===== src/rtl/core/pvs_pkg.sv =====
// Package for the paletted voxel store: sizes, request/response words and
// the command/status structs between controller and datapath. No dependencies.
package pvs_pkg;

   localparam int EDGE        = 32;
   localparam int CW          = $clog2(EDGE);
   localparam int EW          = CW + 1;
   localparam int VOXELS      = EDGE * EDGE * EDGE;
   localparam int VAW         = $clog2(VOXELS);
   localparam int PAL_ENTRIES = 4096;
   localparam int PAW         = $clog2(PAL_ENTRIES);
   localparam int PCW         = PAW + 1;

   localparam logic [1:0] ACT_GET  = 2'd0;
   localparam logic [1:0] ACT_SET  = 2'd1;
   localparam logic [1:0] ACT_BOX  = 2'd2;
   localparam logic [1:0] ACT_UNI  = 2'd3;

   typedef struct packed {
      logic [1:0]  action;
      logic [4:0]  x_start;
      logic [4:0]  y_start;
      logic [4:0]  z_start;
      logic [5:0]  x_end;
      logic [5:0]  y_end;
      logic [5:0]  z_end;
      logic [15:0] block_value;
   } req_type;

   typedef struct packed {
      logic [15:0] read_value;
      logic        changed;
      logic [12:0] pal_count;
      logic [4:0]  index_bits;
      logic        status;
   } rsp_type;

   typedef struct packed {
      logic load;
      logic clr_step;
      logic make_uni;
      logic srch_rd;
      logic srch_next;
      logic found;
      logic intern;
      logic set_full;
      logic vox_rd;
      logic vox_wr_cmp;
      logic walk_next;
      logic get_rd_pal;
      logic get_cap_uni;
      logic get_cap;
      logic emit;
   } cmd_type;

   typedef struct packed {
      logic [1:0] action;
      logic in_range;
      logic uni_same;
      logic whole;
      logic box_empty;
      logic hit;
      logic srch_last;
      logic pal_full;
      logic walk_last;
      logic clr_last;
      logic width_zero;
      logic rsp_free;
   } stat_type;

   // index width needed for a palette of n entries
   function automatic logic [4:0] width_for(input logic [PCW-1:0] n);
      logic [4:0] w;
      if (n <= PCW'(1))        w = 5'd0;
      else if (n <= PCW'(2))   w = 5'd1;
      else if (n <= PCW'(4))   w = 5'd2;
      else if (n <= PCW'(16))  w = 5'd4;
      else if (n <= PCW'(256)) w = 5'd8;
      else                     w = 5'd16;
      return w;
   endfunction

endpackage


===== src/rtl/core/pvs_ctrl.sv =====
// Sequencer for the paletted voxel store: walks each word through search,
// intern, voxel read-modify-write, clearing and get reads. Depends on pvs_pkg.
module pvs_ctrl import pvs_pkg::*; (
   input  logic     clock,
   input  logic     reset,
   input  logic     req_valid,
   output logic     req_ready,
   input  stat_type stat,
   output cmd_type  cmd
);

   localparam logic [3:0] ST_CLR_RST = 4'd0;
   localparam logic [3:0] ST_IDLE    = 4'd1;
   localparam logic [3:0] ST_DECODE  = 4'd2;
   localparam logic [3:0] ST_UNI     = 4'd3;
   localparam logic [3:0] ST_CLR_OP  = 4'd4;
   localparam logic [3:0] ST_SRCH_RD = 4'd5;
   localparam logic [3:0] ST_SRCH_CM = 4'd6;
   localparam logic [3:0] ST_ACT     = 4'd7;
   localparam logic [3:0] ST_VRD     = 4'd8;
   localparam logic [3:0] ST_VCMP    = 4'd9;
   localparam logic [3:0] ST_GET_V   = 4'd10;
   localparam logic [3:0] ST_GET_P   = 4'd11;
   localparam logic [3:0] ST_DONE    = 4'd12;

   logic [3:0] state_ff, state_in;

   // next state and commands
   always_comb begin
      state_in  = state_ff;
      cmd       = '0;
      req_ready = 1'b0;
      unique case (state_ff)
         ST_CLR_RST: begin
            cmd.clr_step = 1'b1;
            if (stat.clr_last) state_in = ST_IDLE;
         end
         ST_IDLE: begin
            req_ready = 1'b1;
            if (req_valid) begin
               cmd.load = 1'b1;
               state_in = ST_DECODE;
            end
         end
         ST_DECODE: begin
            unique case (stat.action)
               ACT_GET: begin
                  if (!stat.in_range) state_in = ST_DONE;
                  else if (stat.width_zero) begin
                     cmd.get_cap_uni = 1'b1;
                     state_in = ST_DONE;
                  end else begin
                     cmd.vox_rd = 1'b1;
                     state_in = ST_GET_V;
                  end
               end
               ACT_SET: begin
                  if (!stat.in_range || stat.uni_same) state_in = ST_DONE;
                  else begin
                     cmd.srch_rd = 1'b1;
                     state_in = ST_SRCH_CM;
                  end
               end
               ACT_BOX: begin
                  if (stat.whole) state_in = ST_UNI;
                  else begin
                     cmd.srch_rd = 1'b1;
                     state_in = ST_SRCH_CM;
                  end
               end
               default: state_in = ST_UNI;
            endcase
         end
         ST_UNI: begin
            cmd.make_uni = 1'b1;
            // a uniform chunk already has a clear index store
            state_in = stat.width_zero ? ST_DONE : ST_CLR_OP;
         end
         ST_CLR_OP: begin
            cmd.clr_step = 1'b1;
            if (stat.clr_last) state_in = ST_DONE;
         end
         ST_SRCH_RD: begin
            cmd.srch_rd = 1'b1;
            state_in = ST_SRCH_CM;
         end
         ST_SRCH_CM: begin
            priority if (stat.hit) begin
               cmd.found = 1'b1;
               state_in = ST_ACT;
            end else if (!stat.srch_last) begin
               cmd.srch_next = 1'b1;
               state_in = ST_SRCH_RD;
            end else if (stat.pal_full) begin
               cmd.set_full = 1'b1;
               state_in = ST_DONE;
            end else begin
               cmd.intern = 1'b1;
               state_in = ST_ACT;
            end
         end
         ST_ACT: begin
            if (stat.action == ACT_BOX && stat.box_empty) state_in = ST_DONE;
            else begin
               cmd.vox_rd = 1'b1;
               state_in = ST_VCMP;
            end
         end
         ST_VRD: begin
            cmd.vox_rd = 1'b1;
            state_in = ST_VCMP;
         end
         ST_VCMP: begin
            cmd.vox_wr_cmp = 1'b1;
            if (stat.action == ACT_SET || stat.walk_last) state_in = ST_DONE;
            else begin
               cmd.walk_next = 1'b1;
               state_in = ST_VRD;
            end
         end
         ST_GET_V: begin
            cmd.get_rd_pal = 1'b1;
            state_in = ST_GET_P;
         end
         ST_GET_P: begin
            cmd.get_cap = 1'b1;
            state_in = ST_DONE;
         end
         ST_DONE: begin
            if (stat.rsp_free) begin
               cmd.emit = 1'b1;
               state_in = ST_IDLE;
            end
         end
         default: state_in = ST_IDLE;
      endcase
   end

   always_ff @(posedge clock) begin
      if (reset) state_ff <= ST_CLR_RST;
      else       state_ff <= state_in;
   end

endmodule


===== config.mk =====
export PLATFORM = sky130hd
export DESIGN_NAME = pvs_ctrl
export DESIGN_NICKNAME = d
export VERILOG_FILES = /design/src/rtl/core/pvs_pkg.sv /design/src/rtl/core/pvs_ctrl.sv
export SDC_FILE = /design/constraint.sdc
export NUM_CORES = 1
export LEC_CHECK = 0
export BUFFER_PORTS_ARGS = -buffer_cell sky130_fd_sc_hd__buf_2
export CORE_ASPECT_RATIO = 1.1
export CORE_UTILIZATION = 40
export DETAILED_ROUTE_END_ITERATION = 7
export PLACE_DENSITY = 0.7
export SYNTH_ARGS = -nofsm -noshare
export SYNTH_HDL_FRONTEND = slang
export SYNTH_SLANG_ARGS = --single-unit

===== constraint.sdc =====
create_clock -name clock -period 1.5 [get_ports clock]
set_input_delay 0.075 -clock clock [delete_from_list [all_inputs] [get_ports clock]]
set_output_delay 0.075 -clock clock [all_outputs]
set_load 0.005 [all_outputs]

; ---- Yosys cells after proc, flatten, opt, wreduce, memory -nomap -nowiden
; Index checks and enable logic that the tools add are counted.
[op_classes]
eq_ne = 18
muxes = 48
reduce_logical = 8
[op_table]
columns = cell, n
row1 = 4-bit one-hot mux with 13 select lines, 1
row2 = 4-bit two-way mux, 10
row3 = 1-bit two-way mux, 25
row4 = 4-bit == test (second input constant), 5
row5 = 4-bit by 3-bit == test with 1-bit output (second input constant), 4
row6 = 3-bit two-way mux, 5
row7 = 4-bit one-hot mux with 3 select lines, 1
row8 = 4-bit by 2-bit == test with 1-bit output (second input constant), 2
row9 = 2-bit != test (second input constant), 4
row10 = 2-bit two-way mux, 3
row11 = 4-bit by 1-bit == test with 1-bit output (second input constant), 1
row12 = 4-bit logical NOT, 1
row13 = 1-bit one-hot mux with 2 select lines, 2
row14 = 4-bit AND reduction, 1
row15 = 1-bit one-hot mux with 3 select lines, 1
row16 = 2-bit by 1-bit == test with 1-bit output (second input constant), 1
row17 = 2-bit == test (second input constant), 1
row18 = 2-bit logical NOT, 1
row19 = 1-bit logical OR, 2
row20 = 2-bit OR reduction, 1
row21 = 1-bit logical AND, 1
row22 = 1-bit logical NOT, 1
[word_totals]
in_bits = 16
elab_cells = 75
register_bits = 4

; ---- Depth between registers and ports, before layout
; Gate-level depths: netlist (run 1).
[depth]
depth_word = 5
depth_mapped = 6

; ---- Least setup slack after synthesis (run 1)
; No wires, ideal clock.
[synth_path]
path_kind = reg-to-reg
startpoint = register state_ff[3]
endpoint = register state_ff[3]
path_buffers = 0
stages_incl_launch_ff = 5
t_arrival_ns = 1.112
synth_period_minus_slack_ns = 1.178
required_ns = 1.434
setup_slack_ns = 0.322
cell_sequence = dfxtp_1 > nand2b_4 > or3_4 > o22ai_2 > a2bb2oi_2
[synth_via]
elab_chain_cells = 3
word_cells_on_any_way = 19
classes_between = eq/ne: 16 / mux: 1 / reduce/logical: 2
[synth_lines]
columns = element, line
row1 = "start, declared", pvs_ctrl.sv:26  ; logic [3:0] state_ff, state_in;
row2 = "start signal, assigned", pvs_ctrl.sv:141  ; else state_ff <= state_in;
row3 = 4-bit by 3-bit == test with 1-bit output (tied with other cells), pvs_ctrl.sv:33  ; unique case (state_ff)
row4 = 2-bit != test (no source line), -
row5 = 4-bit AND reduction (no source line), -
; Parallel ways exist; a longest one is shown, timed or not.
; A chain may end at the register's enable or synchronous reset.

==> results.toml, run 1 <==
[pwr]
p_switching_mw = 0.107
p_leak_nw = 0.421
power_mw = 0.356
power.density_mw_per_mm2 = 389
sequentialPowerShare_pct = 32.5
p_int_mw = 0.249
ir_drop_mv = 0.280
pwr-share-clk_pct = 36.7
comb_power_share_pct = 30.8
p_sw_share_pct = 30.0

[drt]
drt_iter0_drc = 16
wl_per_cell_um = 12.5
ant_nets = 0
totalWireLength_mm = 1.86
dr.pass1.iters = 4
via_count = 828
vias_per_cell = 5.56
route.detailed.drc = 0

[floorplanning]
coreArea_mm2 = 0.00160
die-area_mm2 = 0.00190
dieHeight_um = 45.6
initial_core_util_pct = 43.3
num_rows = 15
dieWidth_um = 41.6
design.portCount = 32

[worst_setup_path]
worstReg2RegStart = "state_ff[3]"
worst-path-max-fanout = 10
r2r_slack_ps = 170
reg2reg_depth = 5
worstSetupStartpointType = "flip-flop"
crit_arrival_ps = 1370
rr_endpoint = "state_ff[2]"
cp.required_ps = 1420
critPathCaptureType = "output pin"
path_class = "flip-flop to output pin"

[grt]
grt_busiest_layer = "met2"
grt_pass1_wl_mm = 2.99
grt_max_degree = 13
use_met2_pct = 39.1
antenna_found_initial = 0
grt_use_met3_pct = 2.78
overflow = 0
grtUsageTotal_pct = 20.4
grt_pass1_vias = 738
gr-usage-met1_pct = 22.5

[timing]
fin_crit_sh_pct = 96.2
max_slew_margin_pct = 71.9
finClkSkew_ps = 2.56
setup_viol_count_final = 0
rsz0062_at_grt = "true"
worst_pin_slew_ps = 417
maxSlewViolCount = 0
fin_setup_tns_ps = 0
fmax_mhz = 693
report.final.hold_viol_count = 0
fin_crit_ps = 1440

[worst_hold_path]
hold_path_class = "primary input to flip-flop"
worstHoldStart = "reset"
hold_end = "state_ff[0]"
min_path_cells = 3

[synth]
synth_top_area_share_pct = 11.6
ys_top_cells_by_area = "dfxtp_1, ha_1, nor2b_1"
ys_warn_count = 0
synth-adder-area-share_pct = 7.25
synth_seq_area_share_pct = 11.6
synthXorXnorAreaFrac_pct = 0
ys_types = 37
syn_nets = 120
synth_compound_area_share_pct = 27.9
synth-simple-area-share_pct = 43.1
syn_inst = 100
synth_seq_cells = 4
synth_top_family_by_area = "simple AND/OR/NAND/NOR gates"
syn-cell-area_um2 = 691
syn_area_per_cell_um2 = 6.91
yosys.area.top_type = "dfxtp_1"
synthMuxAreaShare_pct = 1.45

[layout]
final_cell_area_um2 = 916
post-route-util_pct = 57.4
top_regs = "state_ff: 4 flops"
top_register = "state_ff"
layout.cells.non_filler = 149
drive_gt1_share_pct = 40.2
largest_reg_flops = 4
diodes = 0
area_growth_pct = 32.6
nets = 154

[clock_tree]
clkTransAtPathRegs_ps = 40
clock_path_buffers = 2
htree_levels = 1
cts_hold_buf = 0
clk_latency_ps = 230
cts_tree = "yes"
cts_buffers = 3
ctsRootBufferMaster = "clkbuf_4"
cts_sinks = 4
cts_setup_buffers = 0

[placement]
port_buffers = 31
hpwlAfterDp_mm = 1.48
post-place-cells = 146
dpl_cell_area_um2 = 856
place_congestion = 0.890

[run]
cap_viol_max_count = 0

[outcome]
status = "finished, final reports clean"
## power groups by stage
| stage | logic, mW | registers, mW | clock network, mW |
|---|---|---|---|
| finish | 0.110 | 0.116 | 0.131 |
| CTS | 0.106 | 0.118 | 0.140 |
| global placement | 0.104 | 0.119 | 0 |
| global route | 0.124 | 0.116 | 0.149 |
| detailed placement | 0.105 | 0.119 | 0 |
| floorplan | 0.0657 | 0.113 | 0 |
## layout by cell type, fill, tap and decap left out, drive strengths merged, types with 2 or more instances in the layout
master	synthesis	final
a211o	2	2
a21oi	5	5
a2bb2oi	3	3
a32oi	2	2
and2	2	2
and3	2	2
buf	6	35
clkbuf	0	3
dfxtp	4	4
ha	4	4
inv	5	5
nand2	7	7
nand2b	8	8
nand3	2	2
nor2	10	10
nor2b	8	8
nor3	6	6
nor4	3	3
o21ai	8	8
## critical path, cell delays in order (launching register included)
cell,delay [ps]
dfxtp_2,360
nand2b_4,160
or3_4,390
nor2b_1,120
buf_2,120
## metrics by stage
step                hold WS (ps)  setup WS [ps]
floorplan                    181            322
global placement             389           69.8
detailed placement           397           93.8
CTS                          144           36.6
global route                 168          -8.21
finish                       154           56.4
## timing repair
item	CTS	global route
pin swaps	0	1
endpoints found under the hold margin	0	0
endpoints found under the setup margin	6	7
resized for setup	4	8
## final cells by class
type	instances	area [um2]
inverter	5	18.8
clock buffer	3	22.5
multi-input combinational	85	576
fill	161	679
tap	17	21.3
timing repair buffer	35	185
sequential	4	92.6
## synth_stat cells
master,n
nor2_1,10
nor2b_1,8
nand2_1,7
nand2b_1,7
nor3_1,6
a21oi_1,5
o21ai_0,5
dfxtp_1,4
ha_1,4
inv_1,4
buf_2,3
nor4_1,3
o21ai_1,3
a211o_1,2
a2bb2oi_1,2
a32oi_1,2
and2_1,2
and3_1,2
buf_4,2
nand3_1,2
a2111oi_0,1
a211oi_1,1
a21o_1,1
a2bb2oi_2,1
and2b_4,1
buf_6,1
inv_2,1
mux2i_1,1
nand2b_4,1
nand3b_1,1
nand4_1,1
nor3b_1,1
o211ai_1,1
o21a_1,1
o221ai_1,1
o22ai_2,1
or3_4,1
## kinds of logic after synthesis
logic type                 after synthesis
and+or+nand+nor                         53
adders and majority gates                4
AOI/OAI and AO/OA                       27
muxes                                    1
DFF                                      4
buffers and inverters                   11
## layer usage
layer	vias up	share of wire [%]
met1	378	43
met2	25	52
met4	0	0
li1	425	-
met3	0	4.4
met5	-	0
## worst max path at each step
| stage | startpoint | end | slack [ps] | cells past startpoint |
|---|---|---|---|---|
| 2_1_floorplan | state_ff[3] | state_ff[3] | 320 | 4 |
| 3_3_place_gp | state_ff[2] | state_ff[3] | 70 | 4 |
| 3_5_place_dp | state_ff[2] | state_ff[3] | 90 | 4 |
| 4_1_cts | state_ff[3] | cmd[8] | 40 | 4 |
| 5_1_grt | state_ff[3] | cmd[8] | -8 | 4 |
| 6_report | state_ff[3] | cmd[8] | 60 | 4 |
Power figures use the tool's default switching activity.
==> run 2: changes to the inputs <==
--- a/config.mk
+++ b/config.mk
@@ -5,11 +5,12 @@
 export SDC_FILE = /design/constraint.sdc
 export NUM_CORES = 1
 export LEC_CHECK = 0
+export ABC_AREA = 1
 export BUFFER_PORTS_ARGS = -buffer_cell sky130_fd_sc_hd__buf_2
 export CORE_ASPECT_RATIO = 1.1
 export CORE_UTILIZATION = 40
 export DETAILED_ROUTE_END_ITERATION = 7
-export PLACE_DENSITY = 0.7
+export PLACE_DENSITY = 0.71
 export SYNTH_ARGS = -nofsm -noshare
 export SYNTH_HDL_FRONTEND = slang
 export SYNTH_SLANG_ARGS = --single-unit
==> constraint.sdc (replaced) <==
create_clock -name clock -period 1.8 [get_ports clock]
set_input_delay 0.09 -clock clock [delete_from_list [all_inputs] [get_ports clock]]
set_output_delay 0.09 -clock clock [all_outputs]
set_load 0.005 [all_outputs]
==> run 2 against run 1 <==
Against the previous run:
- the flow now finishes with violations (design-rule violations)
- final cell count increased by 19%
- global-route usage increased by 0.93 points
- sequential share of layout area decreased by 0.78 points
- setup slack improved by 160 ps
- count of clock-buffer cells in the layout unchanged
- critical path type unchanged
- highest routed layer is now met4
==> results.toml, run 2 <==
[pwr]
power.density_mw_per_mm2 = 562
p_leak_nw = 0.515
ir_drop_mv = 0.357

[clock_tree]
cts_buffers = 3
clock_path_buffers = 2
cts_hold_buf = 0
post_cts_resized = 0
htree_levels = 1
cts_setup_buffers = 0
cts_sinks = 4
cts_tree = "yes"
clk_latency_ps = 230
ctsRootBufferMaster = "clkbuf_4"
clkTransAtPathRegs_ps = 40

[drt]
vias_per_cell = 4.90
drt_iter0_drc = 20
wl_per_cell_um = 10.1
route.detailed.drc = 2
via_count = 868
ant_nets = 0
totalWireLength_mm = 1.79
dr.pass1.iters = 6

[worst_hold_path]
hold_path_class = "primary input to flip-flop"
min_path_cells = 2

[layout]
top_regs = "state_ff: 4 flops"
layout.cells.non_filler = 177
nets = 182
area_growth_pct = 30.2
fillers = 164
top_register = "state_ff"
layout_commonest_cell = "buf_2"
drive_gt1_share_pct = 30.0
diodes = 0
largest_reg_flops = 4
layout_common_cells = "buf_2, nand2_1, inv_1, nor2_1, nand3_1"

[worst_setup_path]
reg2reg_depth = 9
worstSetupStartpointType = "flip-flop"
path_class = "flip-flop to output pin"
crit_arrival_ps = 1500
cp.required_ps = 1710
critPathCaptureType = "output pin"
worst-path-max-fanout = 7

[synth]
synth_seq_cells = 4
synth_seq_area_share_pct = 12.1
ys_warn_count = 0
synth_top_area_share_pct = 17.1
ys_async_sr_fraction_pct = 0
synth_ff_type = "dfxtp_1"
yosys.area.top_type = "nand2_1"
syn_inst = 126
synth_most_common_cell = "nand2_1"
ys_types = 18
synth_common_cells = "nand2_1, inv_1, nor2_1"
syn_area_per_cell_um2 = 5.23
syn_nets = 146
synth_edf_count = 0
ys_top_cells_by_area = "nand2_1, inv_1, dfxtp_1"
syn-cell-area_um2 = 659

[timing]
report.final.hold_viol_count = 0
fin_setup_tns_ps = 0
fin_crit_sh_pct = 88.1
fin_crit_ps = 1590
setup_viol_count_final = 0
maxSlewViolCount = 0
rsz0062_at_grt = "false"
fmax_mhz = 631
max_slew_margin_pct = 81.4
finClkSkew_ps = 3.33
worst_pin_slew_ps = 277

[outcome]
status = "finished with violations"
violations = "design-rule violations"

[floorplanning]
coreArea_mm2 = 0.00156
dieWidth_um = 40.7
die-area_mm2 = 0.00181
dieHeight_um = 44.6
num_rows = 15
design.portCount = 32
initial_core_util_pct = 42.3

[placement]
port_buffers = 31
hpwlAfterDp_mm = 1.52
place_congestion = 0.889
post-place-cells = 174

[run]
cap_viol_max_count = 0

[grt]
grtUsageTotal_pct = 21.4
antenna_found_initial = 0
grt_pass1_wl_mm = 2.73
grt_pass1_vias = 742
overflow = 0
grt_max_degree = 8
[run 2: worst paths after layout]
path | start | to | slack, ps
setup / recovery | state_ff[3] | cmd[8] | 210
hold / removal | reset | state_ff[3] | 60
setup reg to reg | state_ff[3] | state_ff[0] | 510
hold reg to reg | state_ff[2] | state_ff[2] | 570
[run 2: per-stage QoR]
| step | util, % | power [mW] | hold WS, ps | setup slack, ps | cell area [um2] |
|---|---|---|---|---|---|
| 5_1_grt | 55.1 | 0.529 | 66.8 | 91.6 | 858 |
| 2_1_floorplan | - | 0.290 | 159 | 697 | 659 |
| 6_report | 55.1 | 0.482 | 56.8 | 214 | 858 |
| 3_3_place_gp | 53.7 | 0.370 | 293 | 487 | 836 |
| 4_1_cts | 55.1 | 0.488 | 47.2 | 215 | 858 |
| 3_5_place_dp | 53.7 | 0.372 | 300 | 472 | 836 |
[run 2: worst max-delay path: stages (launching register included)]
cell,delay (ps)
dfxtp_1,380
inv_2,140
nand2_1,100
nor2_2,150
inv_1,100
nor4_1,220
buf_2,170
[run 2: kinds of logic (layout without fill, tap and decap cells)]
kind of cell | after synthesis | count (layout) | share of synthesized area [%]
AOI/OAI and AO/OA | 12 | 12 | 9.11
adders and majority gates | 4 | 4 | 7.59
buffers and inverters | 28 | 62 | 15.9
DFF | 4 | 4 | 12.1
and+or+nand+nor | 78 | 78 | 55.2
[run 2: final cells by class]
class	count	area, um2	share of cell area [%]
sequential	4	80.1	9.33
clock buffer	3	22.5	2.62
multi-input combinational	94	474	55.2
timing repair buffer	31	155	18.1
inverter	28	105	12.2
tap	17	21.3	2.48
[run 2: power by group]
part	switching, mW	internal (mW)	leakage [nW]
Combinational	0.160	0.0943	0.468
Sequential	0.0192	0.101	0.0327
Clock	0.0334	0.0743	0.0138
[run 2: routing by layer]
| metal | part of all wire [%] | up-vias | wire length [um] | global-route usage, % |
|---|---|---|---|---|
| met5 | 0 | - | 0 | 0 |
| met4 | 0.89 | 0 | 16 | 10.7 |
| met3 | 3.8 | 2 | 69 | 1.01 |
| met2 | 52 | 29 | 938 | 36.5 |
| met1 | 43 | 377 | 768 | 25.9 |
| li1 | - | 460 | - | - |
